`src/design/assert_macros.svh`:
```
// Assertion macros shared by the allocator modules.
`ifndef ASSERT_MACROS_SVH
`define ASSERT_MACROS_SVH

// Check that a condition holds at every clock edge outside reset.
`define QHA_ASSERT_ALWAYS(lbl, cond, msg) \
	lbl: assert property (@(posedge clk) disable iff (!arst_n) (cond)) else $error(msg);

// Check that an antecedent implies a consequent in the same cycle.
`define QHA_ASSERT_IMPLY(lbl, ante, cons, msg) \
	lbl: assert property (@(posedge clk) disable iff (!arst_n) (ante) |-> (cons)) else $error(msg);

`endif

```
`src/design/qha_pkg.sv`:
```
// Types and constants for the query handle allocator.
`default_nettype none

package qha_pkg;

	localparam int ID_MAX_W  = 12;
	localparam int CNT_MAX_W = 13;
	localparam int CELL_LG   = 5;
	localparam int CELL_BITS = 32;

	localparam logic [31:0] ALL_ONES = 32'hFFFF_FFFF;

	localparam logic REQ_BEGIN = 1'b0;
	localparam logic REQ_GET   = 1'b1;

	localparam logic [1:0] OUTCOME_READY = 2'd0;

	localparam logic REG_ENABLED    = 1'b0;
	localparam logic REG_POOL_COUNT = 1'b1;

	typedef enum logic [2:0] {
		ST_OK,
		ST_DISABLED,
		ST_POOL_EMPTY,
		ST_INVALID,
		ST_NOT_BUSY
	} status_t;

	typedef struct packed {
		logic        req_type;
		logic [9:0]  slot_id;
		logic        slot_valid;
		logic [31:0] sample_count;
		logic [1:0]  device_outcome;
	} req_t;

	typedef struct packed {
		status_t     status;
		logic [9:0]  out_slot_id;
		logic        out_slot_valid;
		logic [9:0]  resource_order;
		logic [31:0] fragments;
		logic        culled;
	} rsp_t;

	typedef struct packed {
		logic                 reload;
		logic [CNT_MAX_W-1:0] lim;
		logic                 rel;
		logic [ID_MAX_W-1:0]  rel_ord;
		logic                 bset;
		logic                 bclr;
		logic [ID_MAX_W-1:0]  bid;
	} cell_cmd_t;

	typedef struct packed {
		logic                found;
		logic [ID_MAX_W-1:0] ord;
		logic                busy;
	} cell_rsp_t;

endpackage

`default_nettype wire

```
`src/design/qha_cell.sv`:
```
// One cell of the allocator chain: 32 free bits, 32 busy bits and a search token stage.
`default_nettype none

module qha_cell #(
	parameter int CELL_IDX  = 0,
	parameter int WW        = 10,
	parameter int RESET_LIM = 1024
) (
	input  wire logic                  clk,
	input  wire logic                  arst_n,
	input  wire qha_pkg::cell_cmd_t    cmd,
	input  wire logic                  tok_in,
	output logic                       tok_out,
	output qha_pkg::cell_rsp_t         rsp
);
	import qha_pkg::*;

	`include "assert_macros.svh"

	localparam logic [WW-1:0] IDX_W = WW'(CELL_IDX);

	logic [CELL_BITS-1:0] free_q;
	logic [CELL_BITS-1:0] busy_q;
	logic [CELL_BITS-1:0] low_bit;
	logic                 tok_q;
	logic                 found_q;
	logic [CELL_LG-1:0]   pick_q;
	logic [CELL_LG-1:0]   pick;
	logic [WW-1:0]        rel_w;
	logic [WW-1:0]        bid_w;
	logic                 rel_hit;
	logic                 bid_hit;
	logic                 any_free;

	// isolate the lowest free bit, then encode it
	always_comb begin
		low_bit = free_q & (~free_q + CELL_BITS'(1));
		pick    = '0;
		for (int j = 0; j < CELL_BITS; j++) begin
			if (low_bit[j]) begin
				pick = pick | CELL_LG'(j);
			end
		end
		any_free = free_q != '0;
		rel_w    = cmd.rel_ord[WW-1:0];
		bid_w    = cmd.bid[WW-1:0];
		rel_hit  = (rel_w >> CELL_LG) == IDX_W;
		bid_hit  = (bid_w >> CELL_LG) == IDX_W;
	end

	always_ff @(posedge clk or negedge arst_n) begin
		if (!arst_n) begin
			for (int j = 0; j < CELL_BITS; j++) begin
				free_q[j] <= (CELL_IDX * CELL_BITS + j) < RESET_LIM;
			end
			busy_q  <= '0;
			tok_q   <= 1'b0;
			found_q <= 1'b0;
		end else begin
			// claim here, or pass the token on
			tok_q   <= tok_in && !any_free;
			found_q <= tok_in && any_free;
			if (tok_in && any_free) begin
				pick_q         <= pick;
				free_q[pick]   <= 1'b0;
			end
			if (cmd.rel && rel_hit) begin
				free_q[rel_w[CELL_LG-1:0]] <= 1'b1;
			end
			if (cmd.bset && bid_hit) begin
				busy_q[bid_w[CELL_LG-1:0]] <= 1'b1;
			end
			if (cmd.bclr && bid_hit) begin
				busy_q[bid_w[CELL_LG-1:0]] <= 1'b0;
			end
			if (cmd.reload) begin
				for (int j = 0; j < CELL_BITS; j++) begin
					free_q[j] <= (CELL_IDX * CELL_BITS + j) < int'(cmd.lim);
				end
				busy_q <= '0;
			end
		end
	end

	assign tok_out   = tok_q;
	assign rsp.found = found_q;
	assign rsp.ord   = ID_MAX_W'((IDX_W << CELL_LG) | WW'(pick_q));
	assign rsp.busy  = bid_hit && busy_q[bid_w[CELL_LG-1:0]];

	`QHA_ASSERT_ALWAYS(a_tok_or_found, !(tok_q && found_q), "cell both passed and claimed")
	`QHA_ASSERT_IMPLY(a_found_had_tok, found_q, $past(tok_in), "cell claimed without token")

endmodule

`default_nettype wire

```
`config.mk`:
```
export PLATFORM = sky130hd
export DESIGN_NAME = qha_cell
export DESIGN_NICKNAME = d
export VERILOG_FILES = /design/src/design/qha_pkg.sv /design/src/design/qha_cell.sv
export VERILOG_INCLUDE_DIRS = /design/src /design/src/design
export SDC_FILE = /design/constraint.sdc
export NUM_CORES = 1
export LEC_CHECK = 0
export ABC_AREA = 1
export BUFFER_PORTS_ARGS = -buffer_cell sky130_fd_sc_hd__buf_2
export CORE_ASPECT_RATIO = 1.25
export CORE_MARGIN = 3
export CORE_UTILIZATION = 45
export DETAILED_ROUTE_END_ITERATION = 8
export GPL_TIMING_DRIVEN = 0
export PLACE_DENSITY = 0.61
export SLEW_MARGIN = 20
export SYNTH_ARGS = -nofsm -noshare
export SYNTH_HDL_FRONTEND = slang
export SYNTH_SLANG_ARGS = --single-unit
```
`constraint.sdc`:
```
create_clock -name clk -period 5.6 [get_ports clk]
set_input_delay 0.28 -clock clk [delete_from_list [all_inputs] [get_ports clk]]
set_output_delay 0.28 -clock clk [all_outputs]
set_load 0.05 [all_outputs]
```
==> results of run 1 <==
-- area by class of cell --
cell class,count,area [um^2]
buffer,29,148
clock buffer,11,243
clock inverter,5,81.3
fill,1103,4930
inverter,94,353
multi-input combinational,562,2800
sequential,71,1840
tap,132,165
timing repair buffer,48,270
-- critical path: cells and delay by family --
family                 cells  cell delay [ps]
and+or+nand+nor            3              830
buffers and inverters      3              640
AOI/OAI and AO/OA          2              490
-- routing by layer --
layer,up-vias,wire [um],track usage,part of all wire
met3,59,874,0.0451,0.049
met5,-,0,0,0
met4,0,801,0.141,0.045
met2,228,9460,0.520,0.53
met1,2557,6580,0.312,0.37
li1,2682,-,-,-
-- worst min path at each step --
| stage | slack, ps | end | from |
|---|---|---|---|
| final | 210 | busy_q[0] | cmd[12] |
| after CTS | 200 | busy_q[0] | cmd[12] |
| after global placement | 550 | busy_q[31] | cmd[12] |
| after floorplan | -20 | busy_q[0] | arst_n |
| after global routing | 220 | busy_q[31] | cmd[12] |
| after detailed placement | 170 | busy_q[14] | arst_n |
-- cells by family after synthesis --
group | synth area share
other | 0.000733
flip-flops | 0.360
AO/OA/AOI/OAI | 0.208
buffers and inverters | 0.0978
AND/OR/NAND/NOR | 0.334
-- repair_timing --
action,in CTS,in global routing
hold buffers,1,0
setup endpoints to repair,0,0
hold endpoints to repair,7,0
-- synth_stat cells (6+ instances only) --
| library cell | instances | area share |
|---|---|---|
| nor3_1 | 19 | 0.019 |
| a22oi_1 | 8 | 0.012 |
| o21ai_1 | 9 | 0.0088 |
| nand4_1 | 13 | 0.016 |
| inv_1 | 87 | 0.064 |
| dfrtp_1 | 34 | 0.17 |
| inv_2 | 6 | 0.0044 |
| nor2_1 | 133 | 0.098 |
| nor4_1 | 7 | 0.0086 |
| nand2_1 | 132 | 0.097 |
| nand3_1 | 51 | 0.050 |
| dfstp_2 | 32 | 0.16 |
| a311oi_1 | 32 | 0.055 |
| o21ai_0 | 46 | 0.045 |
| a21oi_1 | 48 | 0.047 |
| clkbuf_1 | 14 | 0.010 |
| buf_4 | 9 | 0.013 |
| a31oi_1 | 11 | 0.013 |
| nor2_2 | 10 | 0.012 |
-- report_power, final --
| group | total, W | internal (W) | switching, W |
|---|---|---|---|
| Sequential | 0.000565 | 0.000545 | 0.0000195 |
| Combinational | 0.000169 | 0.0000457 | 0.000123 |
| Clock | 0.000624 | 0.000402 | 0.000222 |
| Total | 0.00136 | 0.000993 | 0.000365 |
-- sequential cells by signal, summed over array words and instances (netlist names) --
name     flops
found_q      1
busy_q      32
pick_q       5
tok_out      1
free_q      32
-- per-stage QoR --
step | util | std cells | total power [W] | hold slack, ps | setup slack [ps]
5_1_grt | 0.545 | 952 | 0.00141 | 219 | 3030
6_report | 0.545 | 952 | 0.00136 | 207 | 3060
3_5_place_dp | 0.514 | 935 | 0.000738 | 169 | 3150
2_1_floorplan | - | 756 | 0.000666 | -15.6 | 3430
4_1_cts | 0.545 | 952 | 0.00136 | 196 | 3140
3_3_place_gp | 0.511 | 934 | 0.000733 | 546 | 3110
==> impl_metrics.ini, run 1 <==
[final_layout]
final_layout_size_suffix_gt1_frac = 0.170
stdcell_area_um2 = 5900
final_cell_mix = nor2_1 (133), nand2_1 (132), inv_1 (87), nand3_1 (51), buf_2 (49)
final_common_cell = nor2_1
diodes = 0
syn_to_final_growth_pct = 15.3
final_net_count = 859

[timing]
clock.fmax_ghz = 0.394
worstMarginPinSlew_ps = 685
finalSetupTns_ps = 0
relSlewSlack = 0.542
finClkSkew_ps = 4.30
finalHoldViolations = 0
fin_crit_ps = 2540
grt_setup_unrepaired = no
setup_viol = 0
drv_slew = 0
min_period_over_period = 0.454

[routing]
first_iter_violations = 439
viasPerCell = 5.80
drt-pass1-iter-count = 7
post-route-drc-count = 0
ant_nets = 0
wire_per_inst_um = 18.6
wl_um = 17700
num_vias = 5526

[placement]
place_area_um2 = 5560
portBuffers = 46
place.gp.congestion = 0.957
place_hpwl_um = 14100

[logic_synthesis]
synthFlopType = dfrtp_1
syn-cell-area_um2 = 5120
synth-warning-count = 0
synth_edf_count = 5
ys_seq_area_frac = 0.360
ys_async_sr_fraction = 0.930
synthCells = 750
postSynthAreaPerCell_um2 = 6.82
synth_seq_cells = 71
synthDistinctLibCells = 41

[worst_setup_path]
r2r_slack_ps = 3230
cp.required_ps = 5320
cp_common_cell = buf_2
worstSetupEndpointType = output pin
critPathKind = input port to output pin
cp_slowest_stage_delay_ps = 600
crit_path_max_fanout = 10
cpMaxStageDelayCell = nor2_1
r2r-start = free_q[19]
timing.rr.end = pick_q[3]
crit_path_start_kind = input port
critical_path.endpoint = rsp[0]
critPathArrivalTime_ps = 2260
rr_worst_depth = 9
cp-startpoint = cmd[0]
path_cells = buf_2, buf_1, nor2_1, nand2_1, a31oi_1, nor4_1, a21oi_1, buf_2

[die]
ios = 59
std_cell_rows = 42
initial_core_util = 0.473
core_area_um2 = 10800
dieArea_um2 = 12700
die_w_um = 101
die_h_um = 125

[global_routing]
grt_antenna_before_repair = 0
grt_max_degree = 52
grt_remaining_overflow = 0
grt_pass1_wl_um = 28200
grtUsageTotal = 0.285
grt_pass1_vias = 5641

[flow_run]
maxCapViolations = 0

[run_status]
outcome = finished, final reports clean

[clock_network]
cts_resized = 0
path_clk_slew_ps = 60
cts_tree = yes
cts.sinks = 71
clock_path_buffers = 2
cts_max_level = 3
cts-root-buf = clkbuf_16
cts_setup_buffers = 0
cts_made_buffers = 9
clock_latency_ps = 340

[power]
powerDensity_nw_per_um2 = 230
ir_drop_v = 0.000172
p_leak_nw = 2.62

[worst_hold_path]
min_path_cells = 2
hp-class = input port to flop
Power figures use the tool's default switching activity.
==> run 2: changes to the inputs <==
--- a/config.mk
+++ b/config.mk
@@ -13,7 +13,7 @@
 export CORE_UTILIZATION = 45
 export DETAILED_ROUTE_END_ITERATION = 8
 export GPL_TIMING_DRIVEN = 0
-export PLACE_DENSITY = 0.61
+export PLACE_DENSITY = 0.64
 export SLEW_MARGIN = 20
 export SYNTH_ARGS = -nofsm -noshare
 export SYNTH_HDL_FRONTEND = slang
==> constraint.sdc (replaced) <==
create_clock -name clk -period 2.2 [get_ports clk]
set_input_delay 0.11 -clock clk [delete_from_list [all_inputs] [get_ports clk]]
set_output_delay 0.11 -clock clk [all_outputs]
set_load 0.05 [all_outputs]
==> run 2 against run 1 <==
Against the previous run: routed wire length up 0.21%; total power up 140%; hold slack worse by 180 ps; sequential power rose to 2.5 times the previous value; cell count up 2.1%; core utilization up 2.9 points; critical endpoint is now free_q[25]; largest cell class unchanged; largest power group is now sequential cells.
==> impl_metrics.ini, run 2 (synthesized netlist as in run 1, its figures left out) <==
[global_routing]
grt_antenna_before_repair = 0
grt_pass1_vias = 5456
grtUsageTotal = 0.277
grt_pass1_wl_um = 27400
grt_max_degree = 50
grt_remaining_overflow = 0

[clock_network]
path_clk_slew_ps = 60
cts_made_buffers = 9
cts-root-buf = clkbuf_16
cts_max_level = 3
cts_tree = yes
cts.sinks = 71
clock_latency_ps = 340
clock_path_buffers = 2

[routing]
viasPerCell = 5.83
wl_um = 17800
drt-pass1-iter-count = 6
wire_per_inst_um = 18.3
ant_nets = 0
first_iter_violations = 409
post-route-drc-count = 0
num_vias = 5671

[worst_setup_path]
cp.required_ps = 2460
crit_path_max_fanout = 7
critPathArrivalTime_ps = 2450
r2r-start = free_q[3]
crit_path_start_kind = flop
worstSetupEndpointType = flop
cp-startpoint = free_q[3]
critPathKind = flop to flop

[timing]
clock.fmax_ghz = 0.455
finalSetupTns_ps = 0
setup_viol = 0
relSlewSlack = 0.641
worstMarginPinSlew_ps = 535
min_period_over_period = 0.999
finalHoldViolations = 0
grt_setup_unrepaired = yes
finClkSkew_ps = 4.06
finalWorstSetupSlack_ps = 2.80
fin_crit_ps = 2200
drv_slew = 0
holdWs_ps = 27.8

[run_status]
outcome = finished, final reports clean

[die]
core_area_um2 = 10800
dieArea_um2 = 12700
ios = 59
die_h_um = 125
initial_core_util = 0.473
die_w_um = 101
std_cell_rows = 42

[power]
p_leak_nw = 2.73
ir_drop_v = 0.000335
powerDensity_nw_per_um2 = 536

[final_layout]
final_net_count = 879
reg.largest.list = busy_q x32, free_q x32, pick_q x5
diodes = 0
final_layout_size_suffix_gt1_frac = 0.235
final_cell_mix = nand2_1 (124), nor2_1 (114), inv_1 (86), buf_2 (48)
syn_to_final_growth_pct = 21.3
fillers = 1094
final_common_cell = nand2_1
stdcell_area_um2 = 6210
fin_util = 0.574

[worst_hold_path]
hp-class = input port to flop
hp-start = cmd[12]

[placement]
dp_slack_ps = -138
portBuffers = 46
place.gp.congestion = 0.955
place_hpwl_um = 13700
place_area_um2 = 5560

[flow_run]
maxCapViolations = 0
==> run 2: per-layer routing <==
| layer | track usage | routed length [um] | vias up |
|---|---|---|---|
| met5 | 0 | 0 | - |
| met3 | 0.0379 | 855 | 66 |
| met4 | 0.158 | 963 | 0 |
| met1 | 0.305 | 6580 | 2647 |
| met2 | 0.496 | 9360 | 242 |
| li1 | - | - | 2716 |
==> run 2: stage by stage <==
step / cells / power (W)
2_1_floorplan: 756 / 0.00170
3_3_place_gp: 934 / 0.00186
3_5_place_dp: 935 / 0.00188
4_1_cts: 954 / 0.00332
5_1_grt: 972 / 0.00344
6_report: 972 / 0.00333
==> run 2: repair_timing <==
| action | CTS | global route |
|---|---|---|
| pin swaps | 3 | 26 |
| setup buffers | 1 | 18 |
| cloned | 1 | 0 |
| setup endpoints to repair | 7 | 25 |
| hold endpoints to repair | 44 | 0 |
| resized for setup | 8 | 48 |
| hold buffers | 1 | 0 |
==> run 2: path summary, 6_finish.rpt <==
| path | to | slack [ps] | depth (start not counted) |
|---|---|---|---|
| setup reg to reg | free_q[25] | 3 | 15 |
| hold reg to reg | busy_q[16] | 570 | 2 |
| setup / recovery | free_q[25] | 3 | 15 |
| min in group asynchronous | busy_q[14] | 190 | 2 |
| hold / removal | busy_q[0] | 30 | 2 |
| max in group asynchronous | free_q[7] | 1410 | 3 |
==> run 2: power by group <==
group / leakage [nW] / total (W) / switching, W / internal, W
combinational: 1.74 / 0.000455 / 0.000324 / 0.000131
clock: 0.134 / 0.00143 / 0.000596 / 0.000838
sequential: 0.859 / 0.00144 / 0.0000503 / 0.00139
==> run 2: layout make-up <==
type,instances,area (um^2),share of cell area
timing repair buffer,67,413,0.0665
clock inverter,5,40.0,0.00645
inverter,94,355,0.0572
multi-input combinational,563,2990,0.481
sequential,71,1840,0.297
tap,132,165,0.0266
buffer,29,154,0.0248
clock buffer,11,254,0.0409
==> run 2: worst max-delay path, cell delays in order, from the launching register on <==
cell	delay, ps
dfstp_2	590
nor2_4	60
nand2_4	150
nor2_4	100
nand3_2	120
nand2_1	60
inv_1	90
nand2_1	70
nor2_2	130
nand4_1	140
nor2_2	180
nand2_1	90
nand2_1	80
nand2_1	80
nand2_1	80
nand2_2	60
==> run 3: changes to the inputs <==
--- a/config.mk
+++ b/config.mk
@@ -8,7 +8,6 @@
 export LEC_CHECK = 0
 export ABC_AREA = 1
 export BUFFER_PORTS_ARGS = -buffer_cell sky130_fd_sc_hd__buf_2
-export CORE_ASPECT_RATIO = 1.25
 export CORE_MARGIN = 3
 export CORE_UTILIZATION = 45
 export DETAILED_ROUTE_END_ITERATION = 8
==> run 3 against run 2 <==
Against the previous run: critical path depth stayed put; core utilization shrank 1.7 points; clock skew is 1.8 ps higher; cell count shrank 0.21%.
==> impl_metrics.ini, run 3 (synthesized netlist as in run 1, its figures left out) <==
[run_status]
outcome = finished, final reports clean

[die]
std_cell_rows = 38
die_w_um = 113
core_area_um2 = 11000
die_h_um = 113
dieArea_um2 = 12700
initial_core_util = 0.466
ios = 59

[global_routing]
grt_pass1_vias = 5326
grt_max_degree = 38
met1_usage = 0.330
grt_use_met2 = 0.463
grt_antenna_before_repair = 0
busiest_layer = met2
grt_pass1_wl_um = 27300
grt_remaining_overflow = 0
grtUsageTotal = 0.271
grt.met3_usage = 0.0367

[worst_setup_path]
cp_common_cell = nand2_2
crit_path_max_fanout = 7
path_cells = nor2_4, nand2_4, nor2_4, nand2_2, inv_2, nand2_4, nand3_1, nor2_2, nand4_1, nor2_2, nand2_2, nand2_2, nand2_1, nand2_1, nand2_2
worstSetupEndpointType = flop
worst-path-stages = 15
worst-path-buf-inv = 1
cpMaxStageDelayCell = dfstp_2
cp.required_ps = 2470
critPathArrivalTime_ps = 2460
critPathKind = flop to flop
crit_path_start_kind = flop
r2r_slack_ps = 6
rr_worst_depth = 15
cp_slowest_stage_delay_ps = 590
crit_family = simple AND/OR/NAND/NOR gates

[final_layout]
fin_cells = 970
final_cell_mix = nand2_1 (121), nor2_1 (117), inv_1 (87), nand3_1 (48), buf_2 (48)
final_layout_size_suffix_gt1_frac = 0.219
final_common_cell = nand2_1
final_net_count = 869
reg.largest.list = busy_q x32, free_q x32, pick_q x5
diodes = 0
syn_to_final_growth_pct = 19.5

[flow_run]
maxCapViolations = 0

[timing]
finalSetupTns_ps = 0
setup_viol = 0
finClkSkew_ps = 5.82
finalHoldViolations = 0
drv_slew = 0
relSlewSlack = 0.644
finalWorstSetupSlack_ps = 5.62
clock.fmax_ghz = 0.456
fin_crit_ps = 2190
min_period_over_period = 0.997
holdWs_ps = 47.9
worstMarginPinSlew_ps = 535
grt_setup_unrepaired = yes

[clock_network]
cts-root-buf = clkbuf_16
clock_path_buffers = 2
cts_tree = yes
cts_max_level = 3
clock_latency_ps = 350
path_clk_slew_ps = 60
cts_made_buffers = 9
cts.sinks = 71

[worst_hold_path]
min_path_cells = 2
hp-class = input port to flop

[routing]
first_iter_violations = 432
wire_per_inst_um = 18.0
num_vias = 5565
wl_um = 17400
post-route-drc-count = 0
drt-pass1-iter-count = 5
viasPerCell = 5.74
ant_nets = 0

[placement]
placedCellCount = 943
place.gp.congestion = 1.02
portBuffers = 46
place_hpwl_um = 13200
dp_slack_ps = -224

[power]
powerDensity_nw_per_um2 = 572
pwr-share-clk = 0.463
power_frac_comb = 0.128
ir_drop_v = 0.000388
p_leak_nw = 2.69
p_sw_frac = 0.277
seqPwrFrac = 0.410
p_sw_w = 0.000969
internal_power_w = 0.00253
power_w = 0.00350
==> run 3: per-stage QoR <==
| stage | cell area [um^2] | utilization |
|---|---|---|
| global route | 6120 | 0.557 |
| global placement | 5540 | 0.505 |
| finish | 6120 | 0.557 |
| detailed placement | 5570 | 0.507 |
| floorplan | 5140 | - |
| CTS | 5950 | 0.541 |
==> run 3: timing repair <==
action	4_1_cts	5_1_grt
gates cloned	0	1
pin swaps	2	26
gates resized for setup	9	36
buffers inserted	2	7
endpoints found under the hold margin	24	0
endpoints found under the setup margin	18	28
hold buffers	1	0
==> run 3: routing by layer <==
layer | vias up | part of all wire | wire length, um
li1 | 2704 | - | -
met3 | 58 | 0.063 | 1110
met4 | 0 | 0.045 | 779
met5 | - | 0 | 0
met1 | 2551 | 0.40 | 6960
met2 | 252 | 0.49 | 8590
==> run 3: path summary, 6_finish.rpt <==
path	start	end
setup / recovery	free_q[0]	free_q[10]
hold / removal	cmd[12]	busy_q[0]
setup reg to reg	free_q[0]	free_q[10]
hold reg to reg	busy_q[5]	busy_q[5]
max in group asynchronous	arst_n	free_q[25]
min in group asynchronous	arst_n	found_q
==> run 3: power groups by stage <==
stage	logic [W]	registers, W	clock network (W)
floorplan	0.000246	0.00145	0
global placement	0.000409	0.00145	0
detailed placement	0.000416	0.00145	0
CTS	0.000426	0.00143	0.00163
global route	0.000493	0.00144	0.00169
finish	0.000447	0.00143	0.00162
==> run 3: layout make-up <==
type                       instances  area, um^2
fill                            1048        4870
multi-input combinational        563        2940
sequential                        71        1840
inverter                          94         355
timing repair buffer              57         330
clock buffer                      10         239
tap                              140         175
buffer                            29         154
clock inverter                     6        83.8
